**config.mk**
```make
export PLATFORM = sky130hd
export DESIGN_NAME = sha1_message_digest
export DESIGN_NICKNAME = d
export VERILOG_FILES = /design/src/rtl/sha1md_pkg.sv /design/src/rtl/sha1md_round.sv /design/src/rtl/sha1md_sched.sv /design/src/rtl/sha1_message_digest.sv
export SDC_FILE = /design/constraint.sdc
export NUM_CORES = 2
export LEC_CHECK = 0
export BUFFER_PORTS_ARGS = -buffer_cell sky130_fd_sc_hd__buf_2
export CELL_PAD_IN_SITES_DETAIL_PLACEMENT = 0
export CELL_PAD_IN_SITES_GLOBAL_PLACEMENT = 1
export CORE_UTILIZATION = 35
export CTS_CLUSTER_DIAMETER = 40
export DETAILED_ROUTE_END_ITERATION = 8
export HOLD_SLACK_MARGIN = 0.06
export PLACE_DENSITY = 0.71
export SETUP_SLACK_MARGIN = 0.2
export SLEW_MARGIN = 20
export SYNTH_ARGS = -nofsm -noshare
export SYNTH_HDL_FRONTEND = slang
export SYNTH_SLANG_ARGS = --single-unit
```
**constraint.sdc**
```tcl
create_clock -name clock -period 6.75 [get_ports clock]
set_input_delay 1.35 -clock clock [delete_from_list [all_inputs] [get_ports clock]]
set_output_delay 1.35 -clock clock [all_outputs]
set_load 0.005 [all_outputs]
```
**src/rtl/sha1md_pkg.sv**
```systemverilog
// ----------------------------------------------------------------------------
// sha1md_pkg
// Shared types, constants and command codes for the SHA-1 message digest.
// ----------------------------------------------------------------------------
package sha1md_pkg;

   typedef logic [31:0] word_type;

   localparam int DIGEST_WORDS = 5;
   localparam int SCHED_WORDS  = 16;
   localparam int BLOCK_BYTES  = 64;
   localparam int PAD_LIMIT    = 56;
   localparam int ROUNDS       = 80;
   localparam int MAX_BYTES    = 4;

   localparam logic [7:0] PAD_BYTE = 8'h80;

   localparam word_type K_0 = 32'h5A827999;
   localparam word_type K_1 = 32'h6ED9EBA1;
   localparam word_type K_2 = 32'h8F1BBCDC;
   localparam word_type K_3 = 32'hCA62C1D6;

   localparam word_type H_INIT [DIGEST_WORDS] = '{
      32'h67452301, 32'hEFCDAB89, 32'h98BADCFE, 32'h10325476, 32'hC3D2E1F0
   };

   // input beat
   typedef struct packed {
      logic [31:0] data_word;
      logic [2:0]  valid_bytes;
      logic        end_of_message;
   } req_type;

   // result beat
   typedef struct packed {
      logic [31:0] digest_word;
      logic [2:0]  word_index;
      logic        last_word;
   } rsp_type;

   // working variables a..e
   typedef struct packed {
      word_type a;
      word_type b;
      word_type c;
      word_type d;
      word_type e;
   } vars_type;

   // round function group: choose, parity, majority, parity
   typedef enum logic [1:0] {
      PH_CHOOSE  = 2'd0,
      PH_PARITY1 = 2'd1,
      PH_MAJOR   = 2'd2,
      PH_PARITY2 = 2'd3
   } phase_type;

   typedef enum logic [2:0] {
      SCH_HOLD,
      SCH_INSERT,
      SCH_PAD,
      SCH_LENGTH,
      SCH_ROUND
   } sched_op_type;

   // command from the sequencer to the schedule file
   typedef struct packed {
      sched_op_type op;
      logic [5:0]   fill;
      logic [2:0]   count;
      logic [31:0]  data;
      logic         put_len;
      logic         expand;
      logic [63:0]  length;
   } sched_cmd_type;

endpackage

```
**src/rtl/sha1md_round.sv**
```systemverilog
// ----------------------------------------------------------------------------
// sha1md_round
// One SHA-1 round: round function, constant select and the five-way add.
// ----------------------------------------------------------------------------
module sha1md_round
   import sha1md_pkg::*;
(
   input  vars_type  vars,
   input  word_type  w,
   input  phase_type phase,
   output vars_type  vars_next
);

   word_type f;
   word_type k;
   word_type a_rot;

   always_comb begin
      case (phase)
         PH_CHOOSE: begin
            f = (vars.b & vars.c) | (~vars.b & vars.d);
            k = K_0;
         end
         PH_PARITY1: begin
            f = vars.b ^ vars.c ^ vars.d;
            k = K_1;
         end
         PH_MAJOR: begin
            f = (vars.b & vars.c) | (vars.b & vars.d) | (vars.c & vars.d);
            k = K_2;
         end
         default: begin
            f = vars.b ^ vars.c ^ vars.d;
            k = K_3;
         end
      endcase
   end

   assign a_rot = {vars.a[26:0], vars.a[31:27]};

   assign vars_next.a = a_rot + f + vars.e + k + w;
   assign vars_next.b = vars.a;
   assign vars_next.c = {vars.b[1:0], vars.b[31:2]};
   assign vars_next.d = vars.c;
   assign vars_next.e = vars.d;

endmodule

```
**src/rtl/sha1md_sched.sv**
```systemverilog
// ----------------------------------------------------------------------------
// sha1md_sched
// 16-word block / message schedule: byte packing, padding, length insert,
// and the sliding window that expands the schedule one word per round.
// ----------------------------------------------------------------------------
module sha1md_sched
   import sha1md_pkg::*;
(
   input  logic          clock,
   input  sched_cmd_type cmd,
   output word_type      w
);

   word_type sreg_ff [SCHED_WORDS];
   word_type sreg_in [SCHED_WORDS];
   word_type w_exp;

   // window: sreg_ff[0] is the oldest word, taps at 0, 2, 8, 13
   assign w_exp = sreg_ff[13] ^ sreg_ff[8] ^ sreg_ff[2] ^ sreg_ff[0];
   assign w     = cmd.expand ? {w_exp[30:0], w_exp[31]} : sreg_ff[0];

   always_comb begin
      logic [6:0] p;
      logic [4:0] sh;
      logic [5:0] pos;
      sreg_in = sreg_ff;
      p       = '0;
      sh      = '0;
      pos     = '0;
      case (cmd.op)
         SCH_INSERT: begin
            for (int k = 0; k < MAX_BYTES; k++) begin
               p  = {1'b0, cmd.fill} + 7'(k);
               sh = {~p[1:0], 3'b000};
               if (3'(k) < cmd.count && p < 7'(BLOCK_BYTES)) begin
                  sreg_in[p[5:2]][sh +: 8] = cmd.data[31 - 8*k -: 8];
               end
            end
         end
         SCH_PAD: begin
            for (int i = 0; i < SCHED_WORDS; i++) begin
               for (int j = 0; j < 4; j++) begin
                  pos = 6'(4*i + j);
                  if (pos == cmd.fill) begin
                     sreg_in[i][8*(3-j) +: 8] = PAD_BYTE;
                  end else if (pos > cmd.fill) begin
                     sreg_in[i][8*(3-j) +: 8] = 8'h00;
                  end
               end
            end
            if (cmd.put_len) begin
               sreg_in[SCHED_WORDS-2] = cmd.length[63:32];
               sreg_in[SCHED_WORDS-1] = cmd.length[31:0];
            end
         end
         SCH_LENGTH: begin
            for (int i = 0; i < SCHED_WORDS; i++) begin
               sreg_in[i] = '0;
            end
            sreg_in[SCHED_WORDS-2] = cmd.length[63:32];
            sreg_in[SCHED_WORDS-1] = cmd.length[31:0];
         end
         SCH_ROUND: begin
            for (int i = 0; i < SCHED_WORDS - 1; i++) begin
               sreg_in[i] = sreg_ff[i+1];
            end
            sreg_in[SCHED_WORDS-1] = w;
         end
         default: ;
      endcase
   end

   always_ff @(posedge clock) begin
      for (int i = 0; i < SCHED_WORDS; i++) begin
         sreg_ff[i] <= sreg_in[i];
      end
   end

endmodule

```
**src/rtl/sha1_message_digest.sv**
```systemverilog
// ----------------------------------------------------------------------------
// sha1_message_digest
// SHA-1 over a stream of big-endian words; emits the five digest words at
// the end of each message and then starts over from the initial hash.
// ----------------------------------------------------------------------------
//
//  channel  direction  handshake              payload
//  req_     in         req_valid / req_ready  req_type: data_word, valid_bytes,
//                                             end_of_message
//  rsp_     out        rsp_valid / rsp_ready  rsp_type: digest_word, word_index,
//                                             last_word
//
// Sequence: a word that does not complete a block is accepted, then packed.
//   A word that completes a block also runs the rounds on the shared round
//   unit and a chaining add, then returns to pack the rest of the word.
//   End of message: a pad step plus one compression, or two compressions
//   plus a length step when 56 or more bytes are pending, then 5 result
//   beats. A new word is taken only in idle, once the last one is done.
// Reset: synchronous, active high; clears the sequencer, fill count, bit
//   length and chaining value. Schedule and round registers are not reset.
// Stalls: req_ready is high only in idle. The digest beats are shown from
//   the chaining registers and hold while rsp_ready is low.
// ----------------------------------------------------------------------------
module sha1_message_digest
   import sha1md_pkg::*;
(
   input  logic    clock,
   input  logic    reset,
   input  logic    req_valid,
   output logic    req_ready,
   input  req_type req_data,
   output logic    rsp_valid,
   input  logic    rsp_ready,
   output rsp_type rsp_data
);

   typedef enum logic [2:0] {
      S_IDLE,
      S_INSERT,
      S_PAD,
      S_LEN,
      S_ROUND,
      S_ADD,
      S_EMIT
   } state_type;

   // where to go after a compression
   typedef enum logic [1:0] {
      RET_INSERT,
      RET_LEN,
      RET_EMIT
   } ret_type;

   localparam logic [2:0] LAST_INDEX = 3'(DIGEST_WORDS - 1);

   state_type     state_ff, state_in;
   ret_type       ret_ff, ret_in;
   logic [31:0]   data_ff, data_in;
   logic [2:0]    cnt_ff, cnt_in;
   logic          last_ff, last_in;
   logic [5:0]    fill_ff, fill_in;
   logic [63:0]   len_ff, len_in;
   logic [6:0]    round_ff, round_in;
   logic [2:0]    idx_ff, idx_in;
   logic          rsp_valid_ff, rsp_valid_in;
   vars_type      vars_ff, vars_in;
   word_type      chain_ff [DIGEST_WORDS];
   word_type      chain_in [DIGEST_WORDS];

   sched_cmd_type cmd;
   word_type      w;
   phase_type     phase;
   vars_type      vars_next;
   vars_type      chain_vars;

   logic [6:0]    room;
   logic [2:0]    take;
   logic          wrap;

   sha1md_sched u_sched (
      .clock (clock),
      .cmd   (cmd),
      .w     (w)
   );

   sha1md_round u_round (
      .vars      (vars_ff),
      .w         (w),
      .phase     (phase),
      .vars_next (vars_next)
   );

   assign req_ready = (state_ff == S_IDLE);
   assign rsp_valid = rsp_valid_ff;

   assign rsp_data.digest_word = chain_ff[idx_ff];
   assign rsp_data.word_index  = idx_ff;
   assign rsp_data.last_word   = (idx_ff == LAST_INDEX);

   assign chain_vars = {chain_ff[0], chain_ff[1], chain_ff[2], chain_ff[3], chain_ff[4]};

   // room left in the block and bytes packed this cycle
   assign room = 7'(BLOCK_BYTES) - {1'b0, fill_ff};
   assign wrap = ({4'b0, cnt_ff} >= room);
   assign take = wrap ? room[2:0] : cnt_ff;

   always_comb begin
      if (round_ff < 7'd20)      phase = PH_CHOOSE;
      else if (round_ff < 7'd40) phase = PH_PARITY1;
      else if (round_ff < 7'd60) phase = PH_MAJOR;
      else                       phase = PH_PARITY2;
   end

   always_comb begin
      cmd.op      = SCH_HOLD;
      cmd.fill    = fill_ff;
      cmd.count   = take;
      cmd.data    = data_ff;
      cmd.put_len = (fill_ff < 6'(PAD_LIMIT));
      cmd.expand  = (round_ff >= 7'(SCHED_WORDS));
      cmd.length  = len_ff;
      unique case (state_ff)
         S_INSERT: cmd.op = SCH_INSERT;
         S_PAD:    cmd.op = SCH_PAD;
         S_LEN:    cmd.op = SCH_LENGTH;
         S_ROUND:  cmd.op = SCH_ROUND;
         default:  cmd.op = SCH_HOLD;
      endcase
   end

   always_comb begin
      state_in     = state_ff;
      ret_in       = ret_ff;
      data_in      = data_ff;
      cnt_in       = cnt_ff;
      last_in      = last_ff;
      fill_in      = fill_ff;
      len_in       = len_ff;
      round_in     = round_ff;
      idx_in       = idx_ff;
      rsp_valid_in = rsp_valid_ff;
      vars_in      = vars_ff;
      chain_in     = chain_ff;

      unique case (state_ff)
         S_IDLE: begin
            if (req_valid) begin
               data_in  = req_data.data_word;
               cnt_in   = (req_data.valid_bytes > 3'(MAX_BYTES)) ? 3'(MAX_BYTES)
                                                                 : req_data.valid_bytes;
               last_in  = req_data.end_of_message;
               state_in = S_INSERT;
            end
         end
         S_INSERT: begin
            fill_in = fill_ff + 6'(take);
            len_in  = len_ff + {58'b0, take, 3'b000};
            data_in = data_ff << {take, 3'b000};
            cnt_in  = cnt_ff - take;
            if (wrap) begin
               // block full: compress, then finish the rest of this word
               vars_in  = chain_vars;
               round_in = '0;
               ret_in   = RET_INSERT;
               state_in = S_ROUND;
            end else if (last_ff) begin
               state_in = S_PAD;
            end else begin
               state_in = S_IDLE;
            end
         end
         S_PAD: begin
            vars_in  = chain_vars;
            round_in = '0;
            ret_in   = (fill_ff < 6'(PAD_LIMIT)) ? RET_EMIT : RET_LEN;
            state_in = S_ROUND;
         end
         S_LEN: begin
            vars_in  = chain_vars;
            round_in = '0;
            ret_in   = RET_EMIT;
            state_in = S_ROUND;
         end
         S_ROUND: begin
            vars_in  = vars_next;
            round_in = round_ff + 7'd1;
            if (round_ff == 7'(ROUNDS - 1)) begin
               state_in = S_ADD;
            end
         end
         S_ADD: begin
            chain_in[0] = chain_ff[0] + vars_ff.a;
            chain_in[1] = chain_ff[1] + vars_ff.b;
            chain_in[2] = chain_ff[2] + vars_ff.c;
            chain_in[3] = chain_ff[3] + vars_ff.d;
            chain_in[4] = chain_ff[4] + vars_ff.e;
            unique case (ret_ff)
               RET_INSERT: state_in = S_INSERT;
               RET_LEN:    state_in = S_LEN;
               default: begin
                  state_in     = S_EMIT;
                  rsp_valid_in = 1'b1;
                  idx_in       = '0;
                  fill_in      = '0;
                  len_in       = '0;
               end
            endcase
         end
         S_EMIT: begin
            if (rsp_ready) begin
               if (idx_ff == LAST_INDEX) begin
                  chain_in     = H_INIT;
                  rsp_valid_in = 1'b0;
                  state_in     = S_IDLE;
               end else begin
                  idx_in = idx_ff + 3'd1;
               end
            end
         end
         default: state_in = S_IDLE;
      endcase
   end

   always_ff @(posedge clock) begin
      if (reset) begin
         state_ff     <= S_IDLE;
         ret_ff       <= RET_INSERT;
         fill_ff      <= '0;
         len_ff       <= '0;
         round_ff     <= '0;
         idx_ff       <= '0;
         rsp_valid_ff <= 1'b0;
         chain_ff     <= H_INIT;
      end else begin
         state_ff     <= state_in;
         ret_ff       <= ret_in;
         fill_ff      <= fill_in;
         len_ff       <= len_in;
         round_ff     <= round_in;
         idx_ff       <= idx_in;
         rsp_valid_ff <= rsp_valid_in;
         chain_ff     <= chain_in;
      end
      data_ff <= data_in;
      cnt_ff  <= cnt_in;
      last_ff <= last_in;
      vars_ff <= vars_in;
   end

   // no input taken while digest beats are pending
   a_no_req_during_rsp: assert property (@(posedge clock) disable iff (reset)
      rsp_valid |-> !req_ready)
      else $error("req_ready high while digest beats pending");

   // an accepted beat always keeps the block busy next cycle
   a_busy_after_accept: assert property (@(posedge clock) disable iff (reset)
      (req_valid && req_ready) |=> (!req_ready && !rsp_valid))
      else $error("block not busy after accepted input beat");

   // final digest beat ends the result burst
   a_burst_end: assert property (@(posedge clock) disable iff (reset)
      (rsp_valid && rsp_ready && rsp_data.last_word) |=> (!rsp_valid && req_ready))
      else $error("result burst did not end after last digest beat");

   // round counter stays in range during compression
   a_round_range: assert property (@(posedge clock) disable iff (reset)
      (state_ff == S_ROUND) |-> (round_ff < 7'(ROUNDS)))
      else $error("round counter out of range");

   // first and last chaining words restart from the initial hash after a message
   a_chain_restart: assert property (@(posedge clock) disable iff (reset)
      (rsp_valid && rsp_ready && rsp_data.last_word) |=>
         (chain_ff[0] == H_INIT[0] && chain_ff[4] == H_INIT[4]))
      else $error("chaining value not restored after digest");

endmodule
```
==> run_results.csv <==
group,metric,value,unit
detailed_routing,via_per_inst,6.75,
setup_path,cp_slowest_cell,"fa_1",
setup_path,worst-r2r-cell-count,23,
setup_path,cp-start-kind,"flip-flop",
yosys,async_flop_share,0,%
setup_path,cp-endpoint,"vars_ff[159]",
detailed_routing,routed-wl-met3,54.7,mm
yosys,synth-edff-count,708,
floorplan,die_h,469,µm
clock_tree,cts_tree,"done",
place,hpwl,296,mm
power_and_ir_drop,p_int,16.6,mW
sta,post-route-period-util,95.9,%
finish,final_area,88900,µm²
clock_tree,hold_buffers,0,
setup_path,crit_type,"flip-flop to flip-flop",
yosys,ys_ff_latch,951,
setup_path,reg2reg_from,"round_ff[2]",
finish,mostFrequentLayoutCells,"1,239 x nand2_1, 960 x a21oi_1, 955 x o21ai_0",
finish,final_common_cell,"nand2_1",
global_route,grt_max_degree,170,
floorplan,ios,78,
yosys,netlist.top_cell.by_area,"edfxtp_1",
sta,layout_min_cycle_time,6470,ps
sta,grt_setup_unrepaired,"yes",
sta,setup_viol_count_final,0,
detailed_routing,wl_per_cell,34.9,µm
sta,worstMarginPinSlew,1350,ps
finish,nNetsFinal,9685,
clock_tree,clockBufferDepth,3,
detailed_routing,routed.top_layer,"met5",
clock_tree,clock_latency,930,ps
sta,whs,474,ps
setup_path,critPathMaxFanout,4,
place,placed_cell_area,80500,µm²
yosys,syn_avg_cell_area,8.15,µm²
yosys,synth_nets,9745,
setup_path,crit_path_start,"round_ff[2]",
yosys,netlist_top_cells_area,"edfxtp_1 28%, dfxtp_1 6.4%, a21oi_1 6.4%, o21ai_0 6.3%, nand2_1 6.2%",
status,outcome,"complete, but fails checks",
detailed_routing,antenna_left,0,
place,dp.cells,11900,
power_and_ir_drop,seqPwrFrac,30.1,%
detailed_routing,drt-met1-wl,160,mm
place,port_buffers,77,
power_and_ir_drop,leakage,33.8,nW
floorplan,coreArea,215000,µm²
status,violations,"design-rule violations",
power_and_ir_drop,switching_share,34.8,%
clock_tree,clkTransAtPathRegs,50,ps
finish,final_core_util,41.2,%
global_route,grt_pass1_wl,596,mm
sta,hold_viol_final,0,
place,dp_slack,-6.35,ps
sta,fmax,0.154,GHz
global_route,grt_overflow,0,
yosys,yosys.area.top_type_share,27.9,%
setup_path,r2r_end,"vars_ff[159]",
place,gp_congestion,1.09,
min_path,holdCritPathClass,"flip-flop to flip-flop",
setup_path,crit_path_end_kind,"flip-flop",
floorplan,num_rows,170,
setup_path,slowest_delay,540,ps
detailed_routing,dr.pass1.iters,9,
sta,fin_ws,277,ps
clock_tree,clock-root-buffer,"clkbuf_16",
power_and_ir_drop,p_sw,8.89,mW
detailed_routing,drt_iter0_markers,13100,
detailed_routing,drc,42,
clock_tree,numCtsBuffers,228,
detailed_routing,routed_wirelength,431,mm
yosys,yosysWarnings,0,
clock_tree,clock-sinks,951,
finish,layout.cells.non_filler,12400,
job,maxCapViolCount,0,
finish,area_growth,16.6,%
global_route,grt_antenna_before_repair,32,
sta,max-slew-margin-rel,9.64,%
yosys,synth_area,76200,µm²
finish,drive_above_1_share,10.9,%
power_and_ir_drop,power_density,287,nW/µm²
yosys,ys_seq_area_share,34.3,%
clock_tree,cts-htree-levels,4,
global_route,grt_usage,37.8,%
sta,skew,108,ps
setup_path,rrSetupSlack,280,ps
detailed_routing,num_vias,83500,
floorplan,start_util,35.4,%
power_and_ir_drop,clockPowerShare,45.7,%
yosys,ys.flop_type,"edfxtp_1",
yosys,syn_inst,9355,
floorplan,die_area,220000,µm²
detailed_routing,wl_met2,181,mm
power_and_ir_drop,pwr-share-comb,24.1,%
sta,report.final.slew_viol_count,0,
setup_path,arrival,7070,ps
yosys,ys_types,86,
floorplan,die_w,469,µm
power_and_ir_drop,ir_drop,0.288,mV
global_route,grt_pass1_vias,77700,
setup_path,required,7340,ps
setup_path,path_cells,"nor2_4 > o21ai_2 > a221o_2 > buf_4 > ha_1 > fa_1 > inv_1 > fa_1 > inv_1 > fa_1 > inv_1 > ha_4 > o21ai_2 > nor2_2 > o31a_1 > o41a_1 > o311a_1 > or3_4 > a41o_1 > or4b_1 > a31oi_1 > xnor2_1 > o21ai_1",
how the worst min path moves through the flow:
stage / startpoint / endpoint / cells past startpoint / slack (ps)
after CTS: rsp_valid / rsp_valid / 2 / 480
final: rsp_valid / rsp_valid / 2 / 470
after global routing: round_ff[1] / round_ff[1] / 2 / 510
after detailed placement: rsp_valid / rsp_valid / 2 / 470
after global placement: round_ff[1] / round_ff[1] / 2 / 460
after floorplan: round_ff[1] / round_ff[1] / 2 / 450
stage by stage:
step / TNS [ps] / total power, mW
2_1_floorplan: -99.9 / 11.1
3_3_place_gp: -123 / 13.5
3_5_place_dp: -6.35 / 13.6
4_1_cts: 0 / 25.2
5_1_grt: 0 / 26.1
6_report: 0 / 25.5
sequential cells by signal, indices dropped and copies added (netlist names), 6 cells and up:
name             count
len_ff              61
round_ff             7
vars_ff            160
u_sched.sreg_ff    512
chain_ff           160
fill_ff              6
data_ff             32
worst max-delay path: cells and delay by family, from the launching register on:
| kind | cells | cell delay [ps] |
|---|---|---|
| AOI/OAI and AO/OA | 9 | 2250 |
| xor gates and xnor gates | 1 | 140 |
| adders and majority gates | 5 | 2020 |
| buffers and inverters | 4 | 360 |
| DFF | 1 | 360 |
| and+or+nand+nor | 4 | 1010 |
cell usage after synthesis (31+ instances only):
master / number
a222oi_1: 88
dfxtp_1: 243
fa_1: 128
o21ai_0: 966
clkbuf_1: 667
a32o_1: 86
nor3_1: 182
nand3_1: 199
a22o_1: 181
o311ai_0: 50
a211oi_1: 188
a21o_1: 110
and3_1: 72
o211ai_1: 121
a22oi_1: 191
a221o_1: 105
buf_1: 36
inv_1: 390
a31oi_1: 54
ha_1: 222
xnor2_1: 212
nand2_1: 1255
mux4_2: 32
nand2b_1: 44
a21oi_1: 969
mux2i_1: 124
a221oi_1: 123
mux2_2: 39
xor2_1: 117
nor2b_1: 39
nor2_1: 847
edfxtp_1: 708
o21a_1: 31
o22ai_1: 164
cell type report:
class | instances | area [µm²]
Sequential cell | 951 | 26100
Timing Repair Buffer | 435 | 3180
Clock buffer | 283 | 6240
Inverter | 396 | 1490
Tap cell | 2838 | 3550
Clock inverter | 152 | 1860
Multi-Input combinational cell | 7283 | 46300
Fill cell | 21700 | 127000
Antenna cell | 23 | 57.6
metal layers:
| layer | up-vias | GRT usage (%) |
|---|---|---|
| met2 | 6519 | 55.9 |
| met5 | - | 0 |
| li1 | 34900 | - |
| met4 | 50 | 26.6 |
| met1 | 40200 | 46.7 |
| met3 | 1724 | 11.8 |
power groups by stage:
stage | combinational (mW) | sequential, mW | clock, mW
2_1_floorplan | 3.64 | 7.43 | 0
3_5_place_dp | 5.82 | 7.74 | 0
4_1_cts | 5.85 | 7.64 | 11.7
5_1_grt | 6.43 | 7.70 | 12.0
3_3_place_gp | 5.79 | 7.74 | 0
6_report | 6.16 | 7.69 | 11.7
cells by family after synthesis:
group	synth area share, %
adders and majority gates	7.01
xor gates and xnor gates	3.78
muxes	3.15
DFF	34.3
buffers and inverters	5.56
AOI/OAI and AO/OA	31.0
and+or+nand+nor	15.3
repair_timing:
item,CTS,global route
pin swaps,14,17
setup buffers,0,4
endpoints found under the setup margin,1,1
resized for setup,11,19
No activity file was read; power rests on OpenSTA's default activity.
